==> src/rtl/core/assert_macros.svh <==
// Assertion helpers shared by the sequencer modules.
// Both sample on the rising edge of clk and are off while arst_n is low.
`ifndef ASSERT_MACROS_SVH
`define ASSERT_MACROS_SVH

// Checks that a property holds at every clock edge.
`define CLSW_CHECK(label, prop, msg) \
	label: assert property (@(posedge clk) disable iff (!arst_n) prop) \
		else $error(msg);

// Checks that a condition never holds at a clock edge.
`define CLSW_NEVER(label, cond, msg) \
	label: assert property (@(posedge clk) disable iff (!arst_n) !(cond)) \
		else $error(msg);

`endif

==> src/rtl/core/clsw_pkg.sv <==
package clsw_pkg;

	// Default number of columns in one display row.
	localparam int ROW_COLUMNS_DEF = 20;

	// Depth of the operation queue between front and back.
	localparam int QUEUE_DEPTH = 4;

	// Configuration register indexes.
	localparam logic CFG_FOUR_BIT_MODE = 1'b0;
	localparam logic CFG_LAYOUT_20X4   = 1'b1;

	// Display constants.
	localparam logic [7:0] SPACE_CHAR   = 8'h20;
	localparam logic [7:0] SET_ADDR_CMD = 8'h80;
	localparam logic [7:0] ROW1_BASE    = 8'h40;
	localparam logic [7:0] ROW2_BASE    = 8'h14;
	localparam logic [7:0] ROW3_BASE    = 8'h54;

	typedef struct packed {
		logic [7:0] char_code;
		logic [7:0] start_pos;
		logic       end_of_string;
	} char_item_t;

	typedef struct packed {
		logic [7:0] bus_value;
		logic       register_select;
		logic       last_transfer;
	} bus_xfer_t;

	typedef struct packed {
		logic four_bit_mode;
		logic layout_20x4;
	} cfg_t;

	// One classified character: an optional set-address command and the data byte.
	typedef struct packed {
		logic       set_address;
		logic [7:0] addr_cmd;
		logic [7:0] data_byte;
	} op_t;

	// Base display address of a row; rows past the fourth start at zero.
	function automatic logic [7:0] row_base(input logic [7:0] row);
		logic [7:0] base;
		case (row)
			8'd1:    base = ROW1_BASE;
			8'd2:    base = ROW2_BASE;
			8'd3:    base = ROW3_BASE;
			default: base = 8'h00;
		endcase
		return base;
	endfunction

endpackage

==> src/rtl/core/char_lcd_linear_write_sequencer.sv <==
// Character display write sequencer, linear positions to bus transfers.
// Path: an accepted character passes the front stage register, the queue and the output
// register. Throughput: one transfer per cycle from the output register while pop is high;
// a character makes 1 to 4 transfers (command and data bytes, times two in four-bit mode),
// and a 4-entry queue decouples classification from transfer sequencing.
// Reset: queues empty, next character starts a string, four-bit mode off, 20x4 layout on.
module char_lcd_linear_write_sequencer #(
	parameter int ROW_COLUMNS = clsw_pkg::ROW_COLUMNS_DEF
) (
	input  logic                  clk,
	input  logic                  arst_n,
	input  logic                  push,
	output logic                  full,
	input  clsw_pkg::char_item_t  char_item,
	output logic                  empty,
	input  logic                  pop,
	output clsw_pkg::bus_xfer_t   bus_xfer,
	input  logic                  cfg_we,
	input  logic                  cfg_index,
	input  logic                  cfg_data
);
	import clsw_pkg::*;

	cfg_t cfg_q;
	logic q_wr;
	logic q_full;
	op_t  q_wr_data;
	logic q_rd;
	op_t  q_rd_data;
	logic q_empty;

	// Configuration registers.
	always_ff @(posedge clk or negedge arst_n) begin
		if (!arst_n) begin
			cfg_q.four_bit_mode <= 1'b0;
			cfg_q.layout_20x4   <= 1'b1;
		end else if (cfg_we) begin
			case (cfg_index)
				CFG_FOUR_BIT_MODE: cfg_q.four_bit_mode <= cfg_data;
				CFG_LAYOUT_20X4:   cfg_q.layout_20x4   <= cfg_data;
				default:           cfg_q               <= cfg_q;
			endcase
		end
	end

	clsw_front #(
		.RowColumns(ROW_COLUMNS)
	) u_front (
		.clk      (clk),
		.arst_n   (arst_n),
		.push     (push),
		.full     (full),
		.char_item(char_item),
		.cfg      (cfg_q),
		.op_valid (q_wr),
		.op       (q_wr_data),
		.op_full  (q_full)
	);

	clsw_queue u_queue (
		.clk    (clk),
		.arst_n (arst_n),
		.wr_en  (q_wr && !q_full),
		.wr_data(q_wr_data),
		.full   (q_full),
		.rd_en  (q_rd),
		.rd_data(q_rd_data),
		.empty  (q_empty)
	);

	clsw_back u_back (
		.clk     (clk),
		.arst_n  (arst_n),
		.cfg     (cfg_q),
		.op_valid(!q_empty),
		.op      (q_rd_data),
		.op_pop  (q_rd),
		.empty   (empty),
		.pop     (pop),
		.bus_xfer(bus_xfer)
	);

endmodule

==> src/rtl/core/clsw_front.sv <==
`include "assert_macros.svh"

module clsw_front #(
	parameter int RowColumns = clsw_pkg::ROW_COLUMNS_DEF
) (
	input  logic                  clk,
	input  logic                  arst_n,
	input  logic                  push,
	output logic                  full,
	input  clsw_pkg::char_item_t  char_item,
	input  clsw_pkg::cfg_t        cfg,
	output logic                  op_valid,
	output clsw_pkg::op_t         op,
	input  logic                  op_full
);
	import clsw_pkg::*;

	// Row is found by multiplying with a rounded-up reciprocal of the row width.
	// The error stays below one row for every 8-bit position.
	localparam int         RecipMul = (65536 + RowColumns - 1) / RowColumns;
	localparam logic [16:0] RecipVal = 17'(RecipMul);
	localparam logic [7:0]  RcByte   = 8'(RowColumns);

	logic        start_q;
	logic [7:0]  next_pos_q;
	logic [7:0]  pred_q;
	logic        v_s1;
	logic [7:0]  pos_s1;
	logic [7:0]  row_s1;
	logic        first_s1;
	logic [7:0]  data_s1;

	logic        accept;
	logic        s1_go;
	logic [7:0]  pos_s0;
	logic [24:0] prod_s0;
	logic [7:0]  col_s1;
	logic [7:0]  addr_s1;

	// Handshake: the stage holds while the queue is full.
	assign accept = push && !full;
	assign s1_go  = v_s1 && !op_full;
	assign full   = v_s1 && op_full;

	// Position of this character and its row estimate.
	assign pos_s0  = start_q ? char_item.start_pos : next_pos_q;
	assign prod_s0 = 25'(pos_s0) * 25'(RecipVal);

	always_ff @(posedge clk or negedge arst_n) begin
		if (!arst_n) begin
			v_s1       <= 1'b0;
			start_q    <= 1'b1;
			next_pos_q <= 8'd0;
		end else begin
			v_s1 <= accept || (v_s1 && op_full);
			if (accept) begin
				start_q    <= char_item.end_of_string;
				next_pos_q <= pos_s0 + 8'd1;
			end
		end
	end

	// Stage 1 payload.
	always_ff @(posedge clk) begin
		if (accept) begin
			pos_s1   <= pos_s0;
			row_s1   <= prod_s0[23:16];
			first_s1 <= start_q;
			data_s1  <= (char_item.char_code == 8'd0) ? SPACE_CHAR : char_item.char_code;
		end
	end

	// Address from row base and column, then the set-address decision.
	assign col_s1  = pos_s1 - 8'(16'(row_s1) * 16'(RcByte));
	assign addr_s1 = cfg.layout_20x4 ? (row_base(row_s1) + col_s1) : 8'd0;

	assign op_valid       = v_s1;
	assign op.set_address = first_s1 || (addr_s1 != pred_q);
	assign op.addr_cmd    = SET_ADDR_CMD | {1'b0, addr_s1[6:0]};
	assign op.data_byte   = data_s1;

	// The display address auto-increments after each data write.
	always_ff @(posedge clk or negedge arst_n) begin
		if (!arst_n) begin
			pred_q <= 8'd0;
		end else if (s1_go) begin
			pred_q <= addr_s1 + 8'd1;
		end
	end

	`CLSW_CHECK(a_front_hold, v_s1 && op_full |=> v_s1 && $stable(pos_s1) && $stable(first_s1), "front stage lost a held character")
	`CLSW_NEVER(a_front_col, v_s1 && (col_s1 >= RcByte), "column out of row range")

endmodule

==> src/rtl/core/clsw_queue.sv <==
`include "assert_macros.svh"

module clsw_queue (
	input  logic           clk,
	input  logic           arst_n,
	input  logic           wr_en,
	input  clsw_pkg::op_t  wr_data,
	output logic           full,
	input  logic           rd_en,
	output clsw_pkg::op_t  rd_data,
	output logic           empty
);
	import clsw_pkg::*;

	localparam int PtrW = $clog2(QUEUE_DEPTH);
	localparam int CntW = $clog2(QUEUE_DEPTH + 1);

	op_t             slots_q [QUEUE_DEPTH];
	logic [PtrW-1:0] wr_ptr_q;
	logic [PtrW-1:0] rd_ptr_q;
	logic [CntW-1:0] count_q;

	assign full    = (count_q == CntW'(QUEUE_DEPTH));
	assign empty   = (count_q == '0);
	assign rd_data = slots_q[rd_ptr_q];

	// Pointers and fill count.
	always_ff @(posedge clk or negedge arst_n) begin
		if (!arst_n) begin
			wr_ptr_q <= '0;
			rd_ptr_q <= '0;
			count_q  <= '0;
		end else begin
			if (wr_en) begin
				wr_ptr_q <= (wr_ptr_q == PtrW'(QUEUE_DEPTH - 1)) ? '0 : wr_ptr_q + 1'b1;
			end
			if (rd_en) begin
				rd_ptr_q <= (rd_ptr_q == PtrW'(QUEUE_DEPTH - 1)) ? '0 : rd_ptr_q + 1'b1;
			end
			if (wr_en && !rd_en) begin
				count_q <= count_q + 1'b1;
			end else if (rd_en && !wr_en) begin
				count_q <= count_q - 1'b1;
			end
		end
	end

	// Slot storage.
	always_ff @(posedge clk) begin
		if (wr_en) begin
			slots_q[wr_ptr_q] <= wr_data;
		end
	end

	`CLSW_NEVER(a_queue_over, wr_en && full, "write into a full queue")
	`CLSW_NEVER(a_queue_under, rd_en && empty, "read from an empty queue")

endmodule

==> src/rtl/core/clsw_back.sv <==
`include "assert_macros.svh"

module clsw_back (
	input  logic                 clk,
	input  logic                 arst_n,
	input  clsw_pkg::cfg_t       cfg,
	input  logic                 op_valid,
	input  clsw_pkg::op_t        op,
	output logic                 op_pop,
	output logic                 empty,
	input  logic                 pop,
	output clsw_pkg::bus_xfer_t  bus_xfer
);
	import clsw_pkg::*;

	logic       out_v_q;
	bus_xfer_t  out_q;
	logic       data_phase_q;
	logic       lo_q;

	logic       eff_data;
	logic [7:0] cur_byte;
	logic [7:0] cur_value;
	logic       cur_last;
	logic       load;

	// Current transfer: command byte first if needed, then data; nibbles high then low.
	assign eff_data  = data_phase_q || !op.set_address;
	assign cur_byte  = eff_data ? op.data_byte : op.addr_cmd;
	assign cur_value = !cfg.four_bit_mode ? cur_byte :
		(lo_q ? {4'd0, cur_byte[3:0]} : {4'd0, cur_byte[7:4]});
	assign cur_last  = eff_data && (!cfg.four_bit_mode || lo_q);

	// Load the output register when it is free or its beat is taken.
	assign load   = op_valid && (!out_v_q || pop);
	assign op_pop = load && cur_last;

	always_ff @(posedge clk or negedge arst_n) begin
		if (!arst_n) begin
			out_v_q      <= 1'b0;
			data_phase_q <= 1'b0;
			lo_q         <= 1'b0;
		end else begin
			out_v_q <= load || (out_v_q && !pop);
			if (load) begin
				if (cur_last) begin
					data_phase_q <= 1'b0;
					lo_q         <= 1'b0;
				end else if (cfg.four_bit_mode && !lo_q) begin
					lo_q <= 1'b1;
				end else begin
					data_phase_q <= 1'b1;
					lo_q         <= 1'b0;
				end
			end
		end
	end

	// Output payload.
	always_ff @(posedge clk) begin
		if (load) begin
			out_q.bus_value       <= cur_value;
			out_q.register_select <= eff_data;
			out_q.last_transfer   <= cur_last;
		end
	end

	assign empty    = !out_v_q;
	assign bus_xfer = out_q;

	`CLSW_CHECK(a_back_last_data, out_v_q && out_q.last_transfer |-> out_q.register_select, "final transfer is not a data transfer")
	`CLSW_NEVER(a_back_nibble, out_v_q && cfg.four_bit_mode && (out_q.bus_value[7:4] != 4'd0), "nibble transfer uses high bus bits")

endmodule

==> config.mk <==
export PLATFORM = sky130hd
export DESIGN_NAME = char_lcd_linear_write_sequencer
export DESIGN_NICKNAME = d
export VERILOG_FILES = /design/src/rtl/core/clsw_pkg.sv /design/src/rtl/core/char_lcd_linear_write_sequencer.sv /design/src/rtl/core/clsw_front.sv /design/src/rtl/core/clsw_queue.sv /design/src/rtl/core/clsw_back.sv
export VERILOG_INCLUDE_DIRS = /design/src /design/src/rtl/core
export SDC_FILE = /design/constraint.sdc
export NUM_CORES = 1
export LEC_CHECK = 0
export ABC_AREA = 1
export BUFFER_PORTS_ARGS = -buffer_cell sky130_fd_sc_hd__buf_2
export CAP_MARGIN = 10
export CORE_UTILIZATION = 40
export DETAILED_ROUTE_END_ITERATION = 7
export HOLD_SLACK_MARGIN = 0.12
export MAX_ROUTING_LAYER = met4
export SETUP_SLACK_MARGIN = 0.02
export SYNTH_ARGS = -nofsm -noshare
export SYNTH_HDL_FRONTEND = slang
export SYNTH_HIERARCHICAL = 1
export SYNTH_SLANG_ARGS = --single-unit
==> constraint.sdc <==
create_clock -name clk -period 5.2 [get_ports clk]
set_clock_uncertainty 0.1 [all_clocks]
set_input_delay 0.78 -clock clk [delete_from_list [all_inputs] [get_ports clk]]
set_output_delay 0.78 -clock clk [all_outputs]
set_load 0.1 [all_outputs]
==> results.tsv, run 1 <==
metric	value	unit
yosysUniqueCellTypes	45	
routed_wirelength	14800	um
synth_area_leaders	edfxtp_1 38%, ha_1 10%, nand2_1 10%	
worst-path-max-fanout	10	
cp.buffers_inverters	2	
io_buffer_count	35	
wl_per_cell	13.2	um
path_cells	nand2_1, nand2_1, ha_1, inv_1, fa_1, inv_1, fa_1, fa_1, ha_1, a21oi_1, o21ai_0, a211oi_1, nand2_1, nand2_1, nand2_1	
post_cts_resized	0	
grt_overflow	0	
yosys.area.top_type_share	0.383	
ant_nets	0	
fin_tns_setup	0	ps
cts.path.max_buffers	2	
crit_top_cell	nand2_1	
layout.nets	953	
layout_common_cells	212 x nand2_1, 143 x inv_1, 99 x edfxtp_1, 64 x ha_1	
yosysWarnings	6	
avgSynthCellArea	9.61	sq um
worstPathArrival	4520	ps
htreeDepth	4	
antenna_cells	0	
grt_antenna_before_repair	0	
drt_iter0_drc	251	
post_cts_buffers	0	
clock-sinks	129	
synth_fa_ha_area_frac	0.157	
synth_top_area_cell	edfxtp_1	
num_rows	50	
io_pins	36	
clk_pin_slew	60	ps
gr-usage-all-layers	0.171	
synth.net_count	917	
synth-simple-area-share	0.177	
outcome	finished, final reports clean	
area_growth	12.4	%
crit_family	adder cells	
period_needed	4440	ps
seq_area_frac_synth	0.480	
grt_pass1_vias	5037	
syn_area	7770	sq um
synth-xor-area-share	0.0158	
synth_compound_area_frac	0.0772	
ys_seq_elements	129	
cts_inserted_buffers	17	
synth_mux_area_frac	0	
dieArea	20000	sq um
place.gp.congestion	0.863	
cts_tree	yes	
clk_latency	420	ps
synthCells	808	
timing.final.crit_share	0.853	
drive_gt1_frac	0.135	
grt_max_degree	70	
dpl.hpwl	10800	um
path_class	reg -> reg	
ys_async_sr_fraction	0.233	
cp.required	5280	ps
min_path_type	in -> async	
slew_viol_final	0	
final-hold-violation-count	0	
slowest_stage	dfstp_2	
coreArea	18900	sq um
max_freq	0.225	GHz
chipHeight	141	um
relSlewSlack	0.422	
start_util	0.411	
mostFrequentLayoutCell	nand2_1	
via_count	5169	
drc	0	
tightest_slew	866	ps
cap_violations	0	
crit_path_max_incr_delay	700	ps
die_w	141	um
start_kind	flop	
endpoint_kind	flop	
avgViaCountPerCell	4.63	
grt_setup_unrepaired	false	
hold_buffers	0	
synth_flop_cell	edfxtp_1	
finalSetupViolations	0	
hold_ws	324	ps
cts_root_buf	clkbuf_16	
synth-edff-count	99	
grt_pass1_wl	25300	um
synth_top_family_by_area	simple AND/OR/NAND/NOR gates	
drtPass1Iterations	4	
n_fill_cell	1826	
-- registers in the layout, summed over array words and instances, names as in the netlist, 2 cells and up --
signal,flops
u_back/bus_xfer,10
cfg_q,2
u_front/next_pos_q,8
u_queue/count_q,3
u_queue/wr_ptr_q,2
u_queue/rd_ptr_q,2
u_front/pred_q,8
u_queue/slots_q,68
u_front/data_s1,8
u_front/pos_s1,8
u_front/row_s1,4
-- routing by layer --
metal  part of all wire  up-vias  GRT usage  routed length (um)
met3              0.036       14     0.0354                 528
li1                   -     2694          -                   -
met2               0.46       85      0.261                6750
met1               0.49     2376      0.226                7270
met5                  0        -          -                   0
met4              0.015        0     0.0566                 221
-- kinds of logic (layout without fill, tap and decap cells) --
| logic type | count (synthesis) | count (layout) |
|---|---|---|
| compound gates | 87 | 87 |
| xor+xnor | 14 | 14 |
| fa+ha+maj | 85 | 85 |
| buf+inv | 173 | 222 |
| flops | 129 | 129 |
| other cells | 1 | 1 |
| simple gates | 319 | 319 |
-- worst paths after layout --
check | cells after the start | start | slack [ps] | end
worst min register to register | 2 | u_front/next_pos_q[0] | 390 | u_front/next_pos_q[0]
worst max register to register | 15 | u_front/start_q | 760 | u_front/row_s1[2]
max in group asynchronous | 1 | arst_n | 4190 | u_front/pred_q[3]
worst max-delay path | 15 | u_front/start_q | 760 | u_front/row_s1[2]
min in group clk | 2 | u_front/next_pos_q[0] | 390 | u_front/next_pos_q[0]
worst min-delay path | 1 | arst_n | 320 | u_back/data_phase_q
-- per-stage QoR --
stage / instance area [sq um] / setup slack (ps) / instances / util
6_report: 8730 / 764 / 1117 / 0.462
3_5_place_dp: 8160 / 652 / 1085 / 0.432
5_1_grt: 8730 / 459 / 1117 / 0.462
3_3_place_gp: 8160 / 721 / 1085 / 0.432
4_1_cts: 8730 / 767 / 1117 / 0.462
2_1_floorplan: 7770 / 1070 / 808 / -
-- final cells by class --
| type | instances | area, sq um | share of cell area |
|---|---|---|---|
| sequential | 129 | 3730 | 0.427 |
| multi-input combinational | 506 | 3330 | 0.381 |
| inverter | 151 | 574 | 0.0658 |
| clock buffer | 17 | 425 | 0.0487 |
| tap | 260 | 325 | 0.0373 |
| timing repair buffer | 39 | 205 | 0.0235 |
| clock inverter | 15 | 149 | 0.0171 |
-- synth_stat cells, types with 2 or more instances --
cell	n
a211oi_1	2
a21o_1	2
a21oi_1	19
buf_2	7
buf_4	3
buf_6	4
clkbuf_1	7
dfrtp_1	28
dfstp_2	2
edfxtp_1	99
fa_1	21
ha_1	64
inv_1	143
inv_2	5
nand2_1	212
nand2_2	10
nand3_1	33
nand3_2	4
nand3b_1	3
nand4_1	4
nor2_1	36
nor2_2	5
nor3_1	4
nor4_1	2
o211ai_1	24
o211ai_2	10
o21ai_0	23
o21ai_1	3
xnor2_1	8
xor2_1	6
Power of run 1 is left out: the tool's default activity adds up to more than one toggle a clock period on the data nets, which glitch-free logic cannot reach.
==> run 2, diff against run 1 <==
--- a/config.mk
+++ b/config.mk
@@ -10,6 +10,7 @@
 export BUFFER_PORTS_ARGS = -buffer_cell sky130_fd_sc_hd__buf_2
 export CAP_MARGIN = 10
 export CORE_UTILIZATION = 40
+export CTS_BUF_LIST = sky130_fd_sc_hd__clkbuf_8
 export DETAILED_ROUTE_END_ITERATION = 7
 export HOLD_SLACK_MARGIN = 0.12
 export MAX_ROUTING_LAYER = met4
==> run 2 against run 1 <==
  * Fmax about the same
  * Flip-flop and latch count unchanged
  * Non-clock buffer count stayed put
  * Critical path depth unchanged
  * Highest routed layer unchanged
  * Via count is 0.33% higher
  * Setup slack worse by 1.1 ps
  * Critical endpoint unchanged
  * Final cell count unchanged
  * Global-route usage fell by 0.20 points
  * First-iteration DRC count increased by 1.2%
  * Hold slack got worse by 32 ps
==> results.tsv, run 2 (synthesis gave the netlist of run 1 again) <==
metric	value	unit
outcome	finished, final reports clean	
layout.nets	953	
post_cts_buffers	0	
finalSetupViolations	0	
avgViaCountPerCell	4.64	
cp-endpoint	u_front/row_s1[2]	
largest_reg_flops	68	
io_buffer_count	35	
crit_path_max_incr_delay	710	ps
layout_common_cells	212 x nand2_1, 143 x inv_1, 99 x edfxtp_1, 64 x ha_1	
timing.rr.start	u_front/start_q	
worst-path-max-fanout	10	
place_ws	652	ps
drt_iter0_drc	254	
cp.required	5310	ps
final_cells	1117	
io_pins	36	
cts_tree	yes	
clk_latency	450	ps
num_rows	50	
dieArea	20000	sq um
cts_inserted_buffers	17	
cts.path.max_buffers	2	
cp.buffers_inverters	2	
finalWorstSetupSlack	763	ps
antenna_cells	0	
clk_pin_slew	80	ps
endpoint_kind	flop	
grt_pass1_wl	25100	um
via_count	5186	
post_cts_resized	0	
final-hold-violation-count	0	
grt_max_degree	70	
area_growth	9.96	%
slew_viol_final	0	
path_class	reg -> reg	
min_path_type	in -> async	
start_util	0.411	
start_kind	flop	
timing.final.crit_share	0.853	
cap_violations	0	
die_w	141	um
grt_antenna_before_repair	0	
place.gp.congestion	0.863	
regMostFlops	u_queue/slots_q	
chipHeight	141	um
startpoint	u_front/start_q	
max_freq	0.225	GHz
grt_setup_unrepaired	false	
crit_top_cell	nand2_1	
fin_tns_setup	0	ps
htreeDepth	4	
r2r_setup_slack	760	ps
slowest_stage	dfstp_2	
dp_cells	1085	
drtPass1Iterations	4	
mostFrequentLayoutCell	nand2_1	
ant_nets	0	
grt_overflow	0	
grt_pass1_vias	5000	
routed_wirelength	14700	um
path_cells	nand2_1, nand2_1, ha_1, inv_1, fa_1, inv_1, fa_1, fa_1, ha_1, a21oi_1, o21ai_0, a211oi_1, nand2_1, nand2_1, nand2_1	
wl_per_cell	13.2	um
cts_root_buf	clkbuf_8	
reg2reg_depth	15	
clock-sinks	129	
crit_cells	15	
hold_buffers	0	
gr-usage-all-layers	0.168	
worstPathArrival	4550	ps
drc	0	
crit_family	adder cells	
tightest_slew	835	ps
coreArea	18900	sq um
rr_endpoint	u_front/row_s1[2]	
drive_gt1_frac	0.135	
relSlewSlack	0.443	
dpl.hpwl	10800	um
period_needed	4440	ps
[run 2: worst min-delay path by stage]
stage / start / to / slack [ps] / cells after the start
floorplan: u_front/next_pos_q[1] / u_front/next_pos_q[1] / 340 / 2
global placement: u_front/next_pos_q[1] / u_front/next_pos_q[1] / 360 / 2
detailed placement: u_front/next_pos_q[1] / u_front/next_pos_q[1] / 360 / 2
CTS: arst_n / cfg_q[1] / 300 / 1
global route: arst_n / u_back/lo_q / 350 / 1
finish: arst_n / cfg_q[1] / 290 / 1
[run 2: layer usage]
metal | up-vias | GRT usage | share of wire
met1 | 2392 | 0.226 | 0.50
li1 | 2694 | - | -
met2 | 84 | 0.259 | 0.46
met4 | 0 | 0.0555 | 0.015
met3 | 16 | 0.0297 | 0.031
met5 | - | - | 0
[run 2: metrics by stage]
step	hold WS [ps]	instance area (sq um)	utilization
after CTS	300	8540	0.452
after floorplan	342	7770	-
after detailed placement	364	8160	0.432
final	292	8540	0.452
after global routing	345	8540	0.452
after global placement	363	8160	0.432
[run 2: cell type report]
class / instances / area, sq um
clock inverter: 15 / 149
inverter: 151 / 574
sequential: 129 / 3730
multi-input combinational: 506 / 3330
tap: 260 / 325
timing repair buffer: 39 / 205
fill: 1849 / 10400
clock buffer: 17 / 234
Power of run 2 is left out for the same reason.
==> run 3, diff against run 2 <==
--- a/config.mk
+++ b/config.mk
@@ -9,11 +9,14 @@
 export ABC_AREA = 1
 export BUFFER_PORTS_ARGS = -buffer_cell sky130_fd_sc_hd__buf_2
 export CAP_MARGIN = 10
+export CELL_PAD_IN_SITES_DETAIL_PLACEMENT = 0
+export CELL_PAD_IN_SITES_GLOBAL_PLACEMENT = 1
 export CORE_UTILIZATION = 40
 export CTS_BUF_LIST = sky130_fd_sc_hd__clkbuf_8
 export DETAILED_ROUTE_END_ITERATION = 7
 export HOLD_SLACK_MARGIN = 0.12
 export MAX_ROUTING_LAYER = met4
+export PLACE_DENSITY_LB_ADDON = 0.1
 export SETUP_SLACK_MARGIN = 0.02
 export SYNTH_ARGS = -nofsm -noshare
 export SYNTH_HDL_FRONTEND = slang
==> run 3 against run 2 <==
  * First-iteration DRC count decreased by 20%
  * Hold slack improved by 48 ps
  * Final cell count unchanged
==> results.tsv, run 3 (synthesis gave the netlist of run 1 again) <==
metric	value	unit
dp_cells	1085	
coreArea	18900	sq um
drtPass1Iterations	4	
n_fill_cell	1872	
start_util	0.411	
wl_per_cell	13.9	um
final-hold-violation-count	0	
via_count	5170	
cts_root_buf	clkbuf_8	
place.gp.congestion	0.835	
max_freq	0.230	GHz
layout_common_cells	212 x nand2_1, 143 x inv_1, 99 x edfxtp_1, 64 x ha_1	
fin_tns_setup	0	ps
cts.path.max_buffers	2	
grt_antenna_before_repair	0	
finalSetupViolations	0	
io_buffer_count	35	
grt_overflow	0	
post_cts_resized	0	
endpoint_kind	flop	
tightest_slew	894	ps
drt_iter0_drc	204	
gr-usage-all-layers	0.174	
dieArea	20000	sq um
postPlaceCellArea	8160	sq um
num_rows	50	
outcome	finished, final reports clean	
largest_reg_flops	68	
clock-sinks	129	
clk_pin_slew	70	ps
cts_inserted_buffers	17	
min_path_type	in -> async	
avgViaCountPerCell	4.63	
ant_nets	0	
grt_pass1_wl	26000	um
cap_violations	0	
regMostFlops	u_queue/slots_q	
routed_wirelength	15500	um
cp.required	5280	ps
hold_ws	340	ps
grt_max_degree	62	
relSlewSlack	0.404	
antenna_cells	0	
area_growth	11.3	%
grt_setup_unrepaired	false	
grt_pass1_vias	5140	
die_w	141	um
path_class	reg -> reg	
dpl.hpwl	11800	um
fin_area	8650	sq um
cts_tree	yes	
worstPathArrival	4430	ps
io_pins	36	
chipHeight	141	um
mostFrequentLayoutCell	nand2_1	
final_cells	1117	
hold_buffers	0	
layout.nets	953	
start_kind	flop	
slew_viol_final	0	
drive_gt1_frac	0.137	
timing.final.crit_share	0.837	
post_cts_buffers	0	
worst-path-max-fanout	10	
drc	0	
htreeDepth	4	
clk_latency	430	ps
period_needed	4350	ps
==> run 3: cell count changes in the layout (fill, tap and decap cells not counted) <==
cell	change
bufinv_16	+5
inv_8	-2
clkinv_1	-1
clkinv_4	-1
inv_6	-1
==> run 3: final timing paths <==
kind	startpoint	endpoint	cells after the start	slack, ps
min	arst_n	u_back/out_v_q	1	340
min in group clk	u_front/next_pos_q[1]	u_front/next_pos_q[1]	2	380
max	u_front/start_q	u_front/row_s1[2]	16	850
max in group asynchronous	arst_n	u_front/next_pos_q[7]	1	4150
min reg2reg	u_front/next_pos_q[1]	u_front/next_pos_q[1]	2	380
max reg2reg	u_front/start_q	u_front/row_s1[2]	16	850
==> run 3: metal layers <==
layer | vias to the layer above | wire, um | part of all wire | global-route usage
met3 | 8 | 322 | 0.021 | 0.0327
li1 | 2693 | - | - | -
met1 | 2416 | 7840 | 0.51 | 0.230
met5 | - | 0 | 0 | -
met4 | 0 | 114 | 0.0073 | 0.0383
met2 | 53 | 7240 | 0.47 | 0.280
==> run 3: stage by stage <==
stage	util	setup WS [ps]
floorplan	-	1070
finish	0.458	847
detailed placement	0.432	716
CTS	0.458	838
global placement	0.432	759
global route	0.458	586
==> run 3: final cells by class <==
class                      count  area (sq um)  share of cell area
sequential                   129          3730               0.431
multi-input combinational    506          3330               0.385
inverter                     151           574              0.0664
tap                          260           325              0.0376
clock inverter                15           255              0.0295
clock buffer                  17           234              0.0271
timing repair buffer          39           205              0.0237
==> run 3: worst max-delay path, cell delays in order (launching register included) <==
cell and delay [ps]:
dfstp_2 690, inv_6 80, nand2_1 90, nand2_1 160
ha_1 290, inv_1 110, fa_1 460, inv_1 90
fa_1 450, fa_1 490, ha_1 330, a21oi_1 140
o21ai_0 120, a211oi_1 300, nand2_1 90, nand2_1 60
nand2_1 50
Power of run 3 is left out for the same reason.
